File: config.mk
export PLATFORM = sky130hd
export DESIGN_NAME = cylinder_mesh_index_generator
export DESIGN_NICKNAME = d
export VERILOG_FILES = /design/src/rtl/cmig_pkg.sv /design/src/rtl/cmig_cfg.sv /design/src/rtl/cmig_locate.sv /design/src/rtl/cmig_index.sv /design/src/rtl/cylinder_mesh_index_generator.sv
export VERILOG_INCLUDE_DIRS = /design/src /design/src/rtl
export SDC_FILE = /design/constraint.sdc
export NUM_CORES = 1
export LEC_CHECK = 0
export BUFFER_PORTS_ARGS = -buffer_cell sky130_fd_sc_hd__buf_2
export CAP_MARGIN = 30
export CELL_PAD_IN_SITES_DETAIL_PLACEMENT = 0
export CELL_PAD_IN_SITES_GLOBAL_PLACEMENT = 2
export CORE_UTILIZATION = 41
export CTS_BUF_LIST = sky130_fd_sc_hd__clkbuf_8
export CTS_CLUSTER_DIAMETER = 200
export DETAILED_ROUTE_END_ITERATION = 10
export PLACE_DENSITY_LB_ADDON = 0.08
export SLEW_MARGIN = 10
export SYNTH_ARGS = -nofsm -noshare
export SYNTH_HDL_FRONTEND = slang
export SYNTH_SLANG_ARGS = --single-unit
File: constraint.sdc
create_clock -name clk -period 4.4 [get_ports clk]
set_input_delay 0 -clock clk [delete_from_list [all_inputs] [get_ports clk]]
set_output_delay 0 -clock clk [all_outputs]
set_load 0.01 [all_outputs]
File: src/rtl/assert_macros.svh
// ---------------------------------------------------------------------------
// assert_macros.svh
// Assertion shorthands shared by the mesh index generator modules
// ---------------------------------------------------------------------------
`ifndef ASSERT_MACROS_SVH
`define ASSERT_MACROS_SVH

// checked only outside reset
`define CMIG_ASSERT(lbl, prop, msg) \
  lbl: assert property (@(posedge clk) disable iff (!rst_n) prop) else $error(msg);

// checked on every edge, reset included
`define CMIG_ASSERT_ALWAYS(lbl, prop, msg) \
  lbl: assert property (@(posedge clk) prop) else $error(msg);

`endif

File: src/rtl/cmig_pkg.sv
// ---------------------------------------------------------------------------
// cmig_pkg
// Types and constants of the cylinder / cone mesh index generator
// ---------------------------------------------------------------------------
`default_nettype none

package cmig_pkg;

  // default slice limit
  localparam int MAX_SLICES_DEF = 1024;

  // field widths
  localparam int TNUM_W      = 12;
  localparam int IDX_W       = 12;
  localparam int IN_TDATA_W  = 16;
  localparam int OUT_TDATA_W = 40;
  localparam int CFG_IDX_W   = 1;
  localparam int CFG_DATA_W  = 11;
  localparam int MODE_W      = 2;

  // reset value of the slice count
  localparam int SLICES_RESET = 16;

  // shape modes
  typedef enum logic [MODE_W-1:0] {
    SHAPE_CONE    = 2'd0,
    SHAPE_CYL     = 2'd1,
    SHAPE_LINE    = 2'd2,
    SHAPE_INVALID = 2'd3
  } shape_t;

  // configuration register indexes
  typedef enum logic [CFG_IDX_W-1:0] {
    CFG_SHAPE_MODE = 1'd0,
    CFG_NUM_SLICES = 1'd1
  } cfg_reg_t;

  // part of the mesh a triangle belongs to
  typedef enum logic [2:0] {
    RGN_NONE   = 3'd0,
    RGN_LINE   = 3'd1,
    RGN_APEX   = 3'd2,
    RGN_BASE   = 3'd3,
    RGN_SIDE   = 3'd4,
    RGN_BOTTOM = 3'd5
  } region_t;

  // control that travels with an item down the pipe
  typedef struct packed {
    region_t region;
    logic    odd;
    logic    last;
  } ctl_t;

endpackage

`default_nettype wire

File: src/rtl/cmig_cfg.sv
// ---------------------------------------------------------------------------
// cmig_cfg
// Configuration registers, slice count saturation and derived ring bounds
// ---------------------------------------------------------------------------
`default_nettype none

module cmig_cfg #(
  parameter int MAX_SLICES = cmig_pkg::MAX_SLICES_DEF
) (
  input  wire                                clk,
  input  wire                                rst_n,
  input  wire                                cfg_valid,
  output logic                               cfg_ready,
  input  wire [cmig_pkg::CFG_IDX_W-1:0]      cfg_index,
  input  wire [cmig_pkg::CFG_DATA_W-1:0]     cfg_data,
  output cmig_pkg::shape_t                   mode,
  output logic [$clog2(MAX_SLICES+1)-1:0]    n,
  output logic [$clog2(MAX_SLICES+1)-1:0]    n_m1,
  output logic [$clog2(MAX_SLICES+1)+1:0]    n_p1,
  output logic [$clog2(MAX_SLICES+1):0]      n_x2,
  output logic [$clog2(MAX_SLICES+1)+1:0]    n_x3,
  output logic [$clog2(MAX_SLICES+1)+1:0]    n_x4,
  output logic [$clog2(MAX_SLICES+1)+1:0]    n_x2p1
);

  localparam int NW     = $clog2(MAX_SLICES + 1);
  localparam int TW     = NW + 2;
  localparam int CW     = (TW > 13) ? TW : 13;
  localparam int RST_SL = (cmig_pkg::SLICES_RESET > MAX_SLICES) ? MAX_SLICES
                                                               : cmig_pkg::SLICES_RESET;

  cmig_pkg::shape_t   mode_r, mode_nxt;
  logic [NW-1:0]      n_r, n_nxt;
  logic [NW-1:0]      n_m1_r, n_m1_nxt;
  logic [TW-1:0]      n_p1_r, n_p1_nxt;
  logic [NW:0]        n_x2_r, n_x2_nxt;
  logic [TW-1:0]      n_x3_r, n_x3_nxt;
  logic [TW-1:0]      n_x4_r, n_x4_nxt;
  logic [TW-1:0]      n_x2p1_r, n_x2p1_nxt;
  logic [CW-1:0]      data_w;
  logic [CW-1:0]      sat_w;

  assign cfg_ready = 1'b1;

  // clamp the slice count and work out the derived bounds
  always_comb begin
    data_w     = CW'(cfg_data);
    sat_w      = (data_w > CW'(MAX_SLICES)) ? CW'(MAX_SLICES) : data_w;
    mode_nxt   = mode_r;
    n_nxt      = n_r;
    n_m1_nxt   = n_m1_r;
    n_p1_nxt   = n_p1_r;
    n_x2_nxt   = n_x2_r;
    n_x3_nxt   = n_x3_r;
    n_x4_nxt   = n_x4_r;
    n_x2p1_nxt = n_x2p1_r;
    if (cfg_valid) begin
      case (cfg_index)
        cmig_pkg::CFG_SHAPE_MODE: begin
          mode_nxt = cmig_pkg::shape_t'(cfg_data[cmig_pkg::MODE_W-1:0]);
        end
        cmig_pkg::CFG_NUM_SLICES: begin
          n_nxt      = NW'(sat_w);
          n_m1_nxt   = NW'(sat_w - CW'(1));
          n_p1_nxt   = TW'(sat_w + CW'(1));
          n_x2_nxt   = (NW+1)'(sat_w << 1);
          n_x3_nxt   = TW'((sat_w << 1) + sat_w);
          n_x4_nxt   = TW'(sat_w << 2);
          n_x2p1_nxt = TW'((sat_w << 1) + CW'(1));
        end
        default: begin
          mode_nxt = mode_r;
        end
      endcase
    end
  end

  // register file
  always_ff @(posedge clk) begin
    if (!rst_n) begin
      mode_r   <= cmig_pkg::SHAPE_CYL;
      n_r      <= NW'(RST_SL);
      n_m1_r   <= NW'(RST_SL - 1);
      n_p1_r   <= TW'(RST_SL + 1);
      n_x2_r   <= (NW+1)'(2 * RST_SL);
      n_x3_r   <= TW'(3 * RST_SL);
      n_x4_r   <= TW'(4 * RST_SL);
      n_x2p1_r <= TW'(2 * RST_SL + 1);
    end else begin
      mode_r   <= mode_nxt;
      n_r      <= n_nxt;
      n_m1_r   <= n_m1_nxt;
      n_p1_r   <= n_p1_nxt;
      n_x2_r   <= n_x2_nxt;
      n_x3_r   <= n_x3_nxt;
      n_x4_r   <= n_x4_nxt;
      n_x2p1_r <= n_x2p1_nxt;
    end
  end

  assign mode   = mode_r;
  assign n      = n_r;
  assign n_m1   = n_m1_r;
  assign n_p1   = n_p1_r;
  assign n_x2   = n_x2_r;
  assign n_x3   = n_x3_r;
  assign n_x4   = n_x4_r;
  assign n_x2p1 = n_x2p1_r;

endmodule

`default_nettype wire

File: src/rtl/cmig_locate.sv
// ---------------------------------------------------------------------------
// cmig_locate
// Stages 1 and 2: find the mesh part of a triangle and its ring position
// ---------------------------------------------------------------------------
`default_nettype none
`include "assert_macros.svh"

module cmig_locate #(
  parameter int MAX_SLICES = cmig_pkg::MAX_SLICES_DEF
) (
  input  wire                                 clk,
  input  wire                                 rst_n,
  // input item
  input  wire                                 in_tvalid,
  output logic                                in_tready,
  input  wire [cmig_pkg::TNUM_W-1:0]          tnum,
  // configuration
  input  cmig_pkg::shape_t                    mode,
  input  wire [$clog2(MAX_SLICES+1)-1:0]      n,
  input  wire [$clog2(MAX_SLICES+1):0]        n_x2,
  input  wire [$clog2(MAX_SLICES+1)+1:0]      n_x3,
  input  wire [$clog2(MAX_SLICES+1)+1:0]      n_x4,
  // to the index stages
  output logic                                loc_valid,
  input  wire                                 loc_ready,
  output logic [$clog2(MAX_SLICES+1)-1:0]     loc_pos,
  output cmig_pkg::ctl_t                      loc_ctl
);

  localparam int NW = $clog2(MAX_SLICES + 1);
  localparam int TW = NW + 2;
  localparam int CW = (TW > 13) ? TW : 13;

  logic                       rdy1, rdy2;
  logic                       v1_r, v2_r;
  logic [cmig_pkg::TNUM_W-1:0] t1_r;
  cmig_pkg::region_t          rgn1_r, rgn_nxt;
  logic                       last1_r, last_nxt;
  logic [NW-1:0]              pos2_r, pos_nxt;
  cmig_pkg::ctl_t             ctl2_r, ctl_nxt;
  logic [CW-1:0]              tw, total, off, sub;

  // bubble-collapsing handshake
  assign rdy2      = !v2_r || loc_ready;
  assign rdy1      = !v1_r || rdy2;
  assign in_tready = rdy1;

  // stage 1: range compares against the region bounds
  always_comb begin
    tw      = CW'(tnum);
    rgn_nxt = cmig_pkg::RGN_NONE;
    total   = '0;
    case (mode)
      cmig_pkg::SHAPE_CONE: begin
        total = CW'(n_x2);
        if (tw < CW'(n))          rgn_nxt = cmig_pkg::RGN_APEX;
        else if (tw < CW'(n_x2))  rgn_nxt = cmig_pkg::RGN_BASE;
      end
      cmig_pkg::SHAPE_CYL: begin
        total = CW'(n_x4);
        if (tw < CW'(n))          rgn_nxt = cmig_pkg::RGN_APEX;
        else if (tw < CW'(n_x3))  rgn_nxt = cmig_pkg::RGN_SIDE;
        else if (tw < CW'(n_x4))  rgn_nxt = cmig_pkg::RGN_BOTTOM;
      end
      cmig_pkg::SHAPE_LINE: begin
        total = CW'(1);
        if (tw == '0)             rgn_nxt = cmig_pkg::RGN_LINE;
      end
      default: begin
        total = '0;
      end
    endcase
    last_nxt = (rgn_nxt != cmig_pkg::RGN_NONE) && ((tw + CW'(1)) == total);
  end

  // stage 2: offset into the ring, side triangles come in pairs
  always_comb begin
    case (rgn1_r)
      cmig_pkg::RGN_BASE:   off = CW'(n);
      cmig_pkg::RGN_SIDE:   off = CW'(n);
      cmig_pkg::RGN_BOTTOM: off = CW'(n_x3);
      default:              off = '0;
    endcase
    sub = CW'(t1_r) - off;
    if (rgn1_r == cmig_pkg::RGN_SIDE) pos_nxt = sub[NW:1];
    else                              pos_nxt = sub[NW-1:0];
    ctl_nxt.region = rgn1_r;
    ctl_nxt.odd    = (rgn1_r == cmig_pkg::RGN_SIDE) && sub[0];
    ctl_nxt.last   = last1_r;
  end

  // valid bits
  always_ff @(posedge clk) begin
    if (!rst_n) begin
      v1_r <= 1'b0;
      v2_r <= 1'b0;
    end else begin
      if (rdy1) v1_r <= in_tvalid;
      if (rdy2) v2_r <= v1_r;
    end
  end

  // payload
  always_ff @(posedge clk) begin
    if (in_tvalid && rdy1) begin
      t1_r    <= tnum;
      rgn1_r  <= rgn_nxt;
      last1_r <= last_nxt;
    end
    if (v1_r && rdy2) begin
      pos2_r <= pos_nxt;
      ctl2_r <= ctl_nxt;
    end
  end

  assign loc_valid = v2_r;
  assign loc_pos   = pos2_r;
  assign loc_ctl   = ctl2_r;

  `CMIG_ASSERT(a_pos_on_ring, v2_r && (ctl2_r.region == cmig_pkg::RGN_APEX || ctl2_r.region == cmig_pkg::RGN_BASE || ctl2_r.region == cmig_pkg::RGN_SIDE || ctl2_r.region == cmig_pkg::RGN_BOTTOM) |-> pos2_r < n, "ring position beyond slice count")
  `CMIG_ASSERT(a_odd_side_only, v2_r && ctl2_r.odd |-> ctl2_r.region == cmig_pkg::RGN_SIDE, "odd flag outside side region")

endmodule

`default_nettype wire

File: src/rtl/cmig_index.sv
// ---------------------------------------------------------------------------
// cmig_index
// Stages 3 and 4: ring neighbor sums and vertex index selection
// ---------------------------------------------------------------------------
`default_nettype none
`include "assert_macros.svh"

module cmig_index #(
  parameter int MAX_SLICES = cmig_pkg::MAX_SLICES_DEF
) (
  input  wire                                  clk,
  input  wire                                  rst_n,
  // from the locate stages
  input  wire                                  loc_valid,
  output logic                                 loc_ready,
  input  wire [$clog2(MAX_SLICES+1)-1:0]       loc_pos,
  input  cmig_pkg::ctl_t                       loc_ctl,
  // configuration
  input  wire [$clog2(MAX_SLICES+1)-1:0]       n_m1,
  input  wire [$clog2(MAX_SLICES+1)+1:0]       n_p1,
  input  wire [$clog2(MAX_SLICES+1)+1:0]       n_x2p1,
  // result item
  output logic                                 out_tvalid,
  input  wire                                  out_tready,
  output logic [cmig_pkg::OUT_TDATA_W-1:0]     out_tdata,
  output logic                                 out_tuser,
  output logic                                 out_tlast
);

  localparam int NW = $clog2(MAX_SLICES + 1);
  localparam int IW = NW + 2;

  logic                        rdy3, rdy4;
  logic                        v3_r, v4_r;
  cmig_pkg::ctl_t              ctl3_r;
  logic [IW-1:0]               p1_r, p2_r, q1_r, q2_r;
  logic [IW-1:0]               p1_nxt, p2_nxt, q1_nxt, q2_nxt;
  logic [IW-1:0]               posw;
  logic                        wrap;
  logic [IW-1:0]               a_w, b_w, c_w;
  logic [cmig_pkg::IDX_W-1:0]  a4_r, b4_r, c4_r;
  logic                        ok4_r, last4_r;

  assign rdy4      = !v4_r || out_tready;
  assign rdy3      = !v3_r || rdy4;
  assign loc_ready = rdy3;

  // stage 3: ring vertex and its neighbor, on both rings
  always_comb begin
    posw   = IW'(loc_pos);
    wrap   = (loc_pos == n_m1);
    p1_nxt = posw + IW'(1);
    p2_nxt = wrap ? IW'(1) : posw + IW'(2);
    q1_nxt = posw + n_p1;
    q2_nxt = wrap ? n_p1 : posw + n_p1 + IW'(1);
  end

  // stage 4: pick the three corners for the mesh part
  always_comb begin
    a_w = '0;
    b_w = '0;
    c_w = '0;
    case (ctl3_r.region)
      cmig_pkg::RGN_APEX: begin
        b_w = p1_r;
        c_w = p2_r;
      end
      cmig_pkg::RGN_BASE: begin
        a_w = n_p1;
        b_w = p2_r;
        c_w = p1_r;
      end
      cmig_pkg::RGN_SIDE: begin
        b_w = q1_r;
        if (ctl3_r.odd) begin
          a_w = p2_r;
          c_w = q2_r;
        end else begin
          a_w = p1_r;
          c_w = p2_r;
        end
      end
      cmig_pkg::RGN_BOTTOM: begin
        a_w = n_x2p1;
        b_w = q2_r;
        c_w = q1_r;
      end
      cmig_pkg::RGN_LINE: begin
        b_w = IW'(1);
      end
      default: begin
        a_w = '0;
      end
    endcase
  end

  // valid bits
  always_ff @(posedge clk) begin
    if (!rst_n) begin
      v3_r <= 1'b0;
      v4_r <= 1'b0;
    end else begin
      if (rdy3) v3_r <= loc_valid;
      if (rdy4) v4_r <= v3_r;
    end
  end

  // payload
  always_ff @(posedge clk) begin
    if (loc_valid && rdy3) begin
      ctl3_r <= loc_ctl;
      p1_r   <= p1_nxt;
      p2_r   <= p2_nxt;
      q1_r   <= q1_nxt;
      q2_r   <= q2_nxt;
    end
    if (v3_r && rdy4) begin
      a4_r    <= cmig_pkg::IDX_W'(a_w);
      b4_r    <= cmig_pkg::IDX_W'(b_w);
      c4_r    <= cmig_pkg::IDX_W'(c_w);
      ok4_r   <= (ctl3_r.region != cmig_pkg::RGN_NONE);
      last4_r <= ctl3_r.last;
    end
  end

  assign out_tvalid = v4_r;
  assign out_tdata  = {4'b0000, c4_r, b4_r, a4_r};
  assign out_tuser  = ok4_r;
  assign out_tlast  = last4_r;

  `CMIG_ASSERT(a_final_in_range, out_tvalid && out_tlast |-> out_tuser, "final triangle flagged out of range")
  `CMIG_ASSERT(a_miss_zero, out_tvalid && !out_tuser |-> out_tdata == '0, "out of range item carries indices")
  `CMIG_ASSERT_ALWAYS(a_reset_idle, !rst_n |=> !out_tvalid, "result valid right after reset")

endmodule

`default_nettype wire

File: src/rtl/cylinder_mesh_index_generator.sv
// ---------------------------------------------------------------------------
// cylinder_mesh_index_generator
// Vertex indices of one triangle of a tessellated cone or capped cylinder
// ---------------------------------------------------------------------------
// Usage:
//   cfg_*  : write shape_mode (index 0) or num_slices (index 1) while the
//            pipe is empty; always ready, the value takes effect next cycle.
//            num_slices above MAX_SLICES is clamped to MAX_SLICES.
//   in_*   : one triangle number per item in in_tdata[11:0].
//   out_*  : one result item per input item, in order; tdata holds the
//            three vertex indices, tuser says the triangle exists, tlast
//            marks the last triangle of the mesh.
// Pipeline: four register stages, two in cmig_locate and two in cmig_index;
//   an accepted item moves through them in order.
// Throughput: one item per cycle, sustained while out_tready stays high.
// Stall: each stage holds its item while the one below is full and stalled; in_tready
//   drops only once every stage is full, so nothing is lost or repeated.
// Reset: all stages empty, shape_mode = capped cylinder, num_slices = 16.
// ---------------------------------------------------------------------------
`default_nettype none

module cylinder_mesh_index_generator #(
  parameter int MAX_SLICES = cmig_pkg::MAX_SLICES_DEF
) (
  input  wire                                 clk,
  input  wire                                 rst_n,
  // configuration write channel
  input  wire                                 cfg_valid,
  output logic                                cfg_ready,
  input  wire [cmig_pkg::CFG_IDX_W-1:0]       cfg_index,
  input  wire [cmig_pkg::CFG_DATA_W-1:0]      cfg_data,
  // input stream
  input  wire                                 in_tvalid,
  output logic                                in_tready,
  input  wire [cmig_pkg::IN_TDATA_W-1:0]      in_tdata,   // [11:0] triangle_number
  // result stream
  output logic                                out_tvalid,
  input  wire                                 out_tready,
  output logic [cmig_pkg::OUT_TDATA_W-1:0]    out_tdata,  // [11:0] first_index,
                                                          // [23:12] second_index,
                                                          // [35:24] third_index
  output logic                                out_tuser,  // [0] in_range
  output logic                                out_tlast   // is_final
);

  localparam int NW = $clog2(MAX_SLICES + 1);

  cmig_pkg::shape_t  mode;
  logic [NW-1:0]     n, n_m1;
  logic [NW+1:0]     n_p1, n_x3, n_x4, n_x2p1;
  logic [NW:0]       n_x2;
  logic              loc_valid, loc_ready;
  logic [NW-1:0]     loc_pos;
  cmig_pkg::ctl_t    loc_ctl;

  // configuration registers
  cmig_cfg #(.MAX_SLICES(MAX_SLICES)) u_cfg (
    .clk       (clk),
    .rst_n     (rst_n),
    .cfg_valid (cfg_valid),
    .cfg_ready (cfg_ready),
    .cfg_index (cfg_index),
    .cfg_data  (cfg_data),
    .mode      (mode),
    .n         (n),
    .n_m1      (n_m1),
    .n_p1      (n_p1),
    .n_x2      (n_x2),
    .n_x3      (n_x3),
    .n_x4      (n_x4),
    .n_x2p1    (n_x2p1)
  );

  // region and ring position
  cmig_locate #(.MAX_SLICES(MAX_SLICES)) u_locate (
    .clk       (clk),
    .rst_n     (rst_n),
    .in_tvalid (in_tvalid),
    .in_tready (in_tready),
    .tnum      (in_tdata[cmig_pkg::TNUM_W-1:0]),
    .mode      (mode),
    .n         (n),
    .n_x2      (n_x2),
    .n_x3      (n_x3),
    .n_x4      (n_x4),
    .loc_valid (loc_valid),
    .loc_ready (loc_ready),
    .loc_pos   (loc_pos),
    .loc_ctl   (loc_ctl)
  );

  // vertex indices and output register
  cmig_index #(.MAX_SLICES(MAX_SLICES)) u_index (
    .clk        (clk),
    .rst_n      (rst_n),
    .loc_valid  (loc_valid),
    .loc_ready  (loc_ready),
    .loc_pos    (loc_pos),
    .loc_ctl    (loc_ctl),
    .n_m1       (n_m1),
    .n_p1       (n_p1),
    .n_x2p1     (n_x2p1),
    .out_tvalid (out_tvalid),
    .out_tready (out_tready),
    .out_tdata  (out_tdata),
    .out_tuser  (out_tuser),
    .out_tlast  (out_tlast)
  );

endmodule

`default_nettype wire

==> flow_metrics.py <==
metrics = {
    "sta": {
        "hold_ws_ps": 82.2,
        "finalCritPeriodShare_pct": 81.1,
        "rsz0062_at_grt": "no",
        "fin_skew_ps": 26.3,
        "tns_ps": 0,
        "tightest_slew_ps": 981,
        "drv_slew": 0,
        "maxSlewHeadroom_pct": 34.4,
        "period_minus_slack_ps": 3570,
        "finalHoldViolCount": 0,
        "max_freq_ghz": 0.280,
        "finalSetupViolCount": 0,
    },
    "floorplanning": {
        "start_util_pct": 42.3,
        "die-height_um": 164,
        "die_w_um": 164,
        "core-area_um2": 25500,
        "core.rowCount": 58,
        "die-area_um2": 27000,
        "top_level_ports": 78,
    },
    "final_layout": {
        "syn_to_final_growth_pct": 12.4,
        "antenna_cells": 0,
        "final_cell_mix": "edfxtp_1, nand2_1, nor2_1, ha_1, buf_2",
        "final_common_cell": "edfxtp_1",
        "n_fill_cell": 2423,
        "final_nets": 1281,
        "final_layout_size_suffix_gt1_share_pct": 12.0,
    },
    "cts": {
        "post_cts_buffers": 0,
        "cts_tree": "built",
        "clockRootBuffer": "clkbuf_8",
        "clkSinkCount": 173,
        "numCtsBuffers": 17,
        "clk_latency_ps": 470,
        "path_clk_slew_ps": 110,
        "cts-htree-levels": 4,
        "clk_path_buf_depth": 2,
    },
    "setup_path": {
        "worstSetupEndpointType": "flop",
        "path_class": "flop to flop",
        "timing.rr.start": "u_locate.rgn1_r[1]",
        "crit_fanout": 15,
        "arrival_ps": 3770,
        "rrSetupSlack_ps": 830,
        "cp.required_ps": 4600,
        "worst_r2r_path_depth": 15,
        "reg2reg_to": "u_locate.loc_pos[10]",
        "start_kind": "flop",
    },
    "power": {
        "vdd_ir_drop_max_mv": 0.210,
        "p_leak_nw": 4.83,
        "power_density_nw_per_um2": 319,
    },
    "worst_hold_path": {
        "whs_endpoint": "u_cfg.n_x2p1[3]",
        "hp-class": "primary input to flop",
        "min_from": "cfg_data[2]",
        "hold_depth": 4,
    },
    "global_routing": {
        "gr-total-overflow": 0,
        "grt_pass1_vias": 7694,
        "grt_usage_pct": 21.8,
        "antenna_found_initial": 0,
        "grt_first_pass_wirelength_um": 44000,
        "grt_max_degree": 54,
    },
    "synth": {
        "seq_area_frac_synth_pct": 43.5,
        "synth_top_cell_by_area": "edfxtp_1",
        "async_reset_ff_share_pct": 0,
        "synthFlopType": "edfxtp_1",
        "synth-edff-count": 123,
        "synth_seq_cells": 173,
        "synth_area_um2": 10800,
        "syn_avg_cell_area_um2": 9.95,
        "synthTopCellsByArea": "edfxtp_1, ha_1, dfxtp_1",
        "synth-warning-count": 0,
        "synthCells": 1084,
        "ys_types": 80,
        "synth.top_cell.area_share_pct": 34.3,
    },
    "route": {
        "drc": 0,
        "drtIter0Drc": 479,
        "vias": 8144,
        "ant_nets": 0,
        "drtPass1Iterations": 7,
        "drt-wirelength-per-cell_um": 18.9,
        "viasPerCell": 5.43,
        "wl_um": 28400,
    },
    "place": {
        "gp_congestion": 0.835,
        "io_buffers": 68,
        "dp_hpwl_um": 21700,
    },
    "run_status": {
        "status": "completed",
    },
    "job": {
        "maxCapViolations": 0,
    },
}
registers in the layout (all words and copies together), names as in the netlist, 2 cells and up:
| name | flops |
|---|---|
| u_index.q1_r | 12 |
| u_cfg.n_p1 | 11 |
| u_cfg.n_x2p1 | 10 |
| u_locate.loc_pos | 11 |
| u_cfg.n_m1 | 10 |
| u_cfg.mode | 2 |
| u_index.ctl3_r | 5 |
| u_index.p2_r | 12 |
| u_index.p1_r | 12 |
| u_cfg.n_x3 | 13 |
| u_locate.rgn1_r | 3 |
| u_index.c4_r | 12 |
| u_index.b4_r | 12 |
| u_locate.t1_r | 12 |
| u_index.a4_r | 12 |
| u_index.q2_r | 12 |
| u_locate.loc_ctl | 5 |
per-stage QoR:
step	instance area (um^2)	cells	util [%]	power, mW	worst slack [ps]
6_report	12100	1501	47.6	3.87	833
4_1_cts	12100	1498	47.4	3.91	802
3_5_place_dp	11400	1441	44.8	2.74	821
2_1_floorplan	10800	1087	-	2.52	865
5_1_grt	12100	1501	47.6	4.07	483
3_3_place_gp	11400	1441	44.8	2.73	813
what timing repair did:
| action | CTS | global route |
|---|---|---|
| resized for setup | 0 | 0 |
| endpoints found under the setup margin | 0 | 0 |
| hold buffers | 25 | 0 |
| hold endpoints to repair | 32 | 0 |
cell type report:
cell class,instances,area (um^2),share of cell area [%]
multi-input combinational,802,5680,46.8
sequential,173,4690,38.7
timing repair buffer,107,719,5.93
tap,330,413,3.41
clock buffer,17,234,1.93
inverter,57,214,1.76
clock inverter,15,174,1.43
synth_stat cells, drive strengths merged, types with 3 or more instances:
cell type    n
nand4        9
mux2i       32
and3        13
nor2        92
a22oi       41
xnor2       50
fa           3
clkbuf      41
nand2b      11
nand2      117
o21ai       36
a31o         4
dfxtp       50
nand3       28
xor2        40
o21bai       6
or2          3
a21o        24
or3          4
and2         6
a31oi        9
inv         57
buf         14
o22ai       16
nor4         5
a222oi       9
edfxtp     123
a221o        3
a2111oi      3
a21oi       50
a21boi       5
a211oi      21
nor2b       16
ha          87
nor3        12
and4         3
o211ai      10
report_power, final:
| group | leakage (nW) | internal [mW] | switching (mW) |
|---|---|---|---|
| Combinational | 3.09 | 0.319 | 0.441 |
| Sequential | 1.54 | 1.86 | 0.101 |
| Clock | 0.204 | 0.481 | 0.673 |
| Total | 4.83 | 2.66 | 1.21 |
worst max path at each step:
stage | start | to | slack, ps
floorplan | u_index.out_tvalid | u_index.ctl3_r[0] | 860
global placement | u_locate.rgn1_r[2] | u_locate.loc_pos[10] | 810
detailed placement | u_locate.rgn1_r[1] | u_locate.loc_pos[10] | 820
CTS | u_locate.rgn1_r[1] | u_locate.loc_pos[10] | 800
global route | u_locate.rgn1_r[2] | u_locate.loc_pos[10] | 480
finish | u_locate.rgn1_r[1] | u_locate.loc_pos[10] | 830
critical path: stages, from the launching register on:
cell and delay [ps]:
edfxtp_1 410, nor2_1 80, nand2_1 340, nand2_1 330, a22oi_1 290, inv_1 90
fa_1 430, nor2b_1 120, o21ai_0 80, nand2b_1 110, a21o_1 120, a21o_1 140
a31oi_1 120, o21ai_0 340, mux2i_1 230, o211ai_1 100
logic make-up after synthesis:
logic type / Yosys count / synth area share (%)
compound gates: 260 / 16.9
xor+xnor: 90 / 7.73
fa+ha+maj: 91 / 10.7
buf+inv: 112 / 4.13
flops: 173 / 43.5
mux: 32 / 2.97
other cells: 2 / 0.0696
simple gates: 324 / 14.0
metal layers:
metal / global-route usage [%] / share of wire, % / wire, um / vias up
li1: - / - / - / 4102
met1: 28.9 / 47 / 13300 / 3809
met2: 36.4 / 47 / 13500 / 195
met3: 2.53 / 2.8 / 796 / 38
met4: 7.79 / 2.9 / 811 / 0
met5: 0 / 0 / 0 / -
Power figures use the tool's default switching activity.
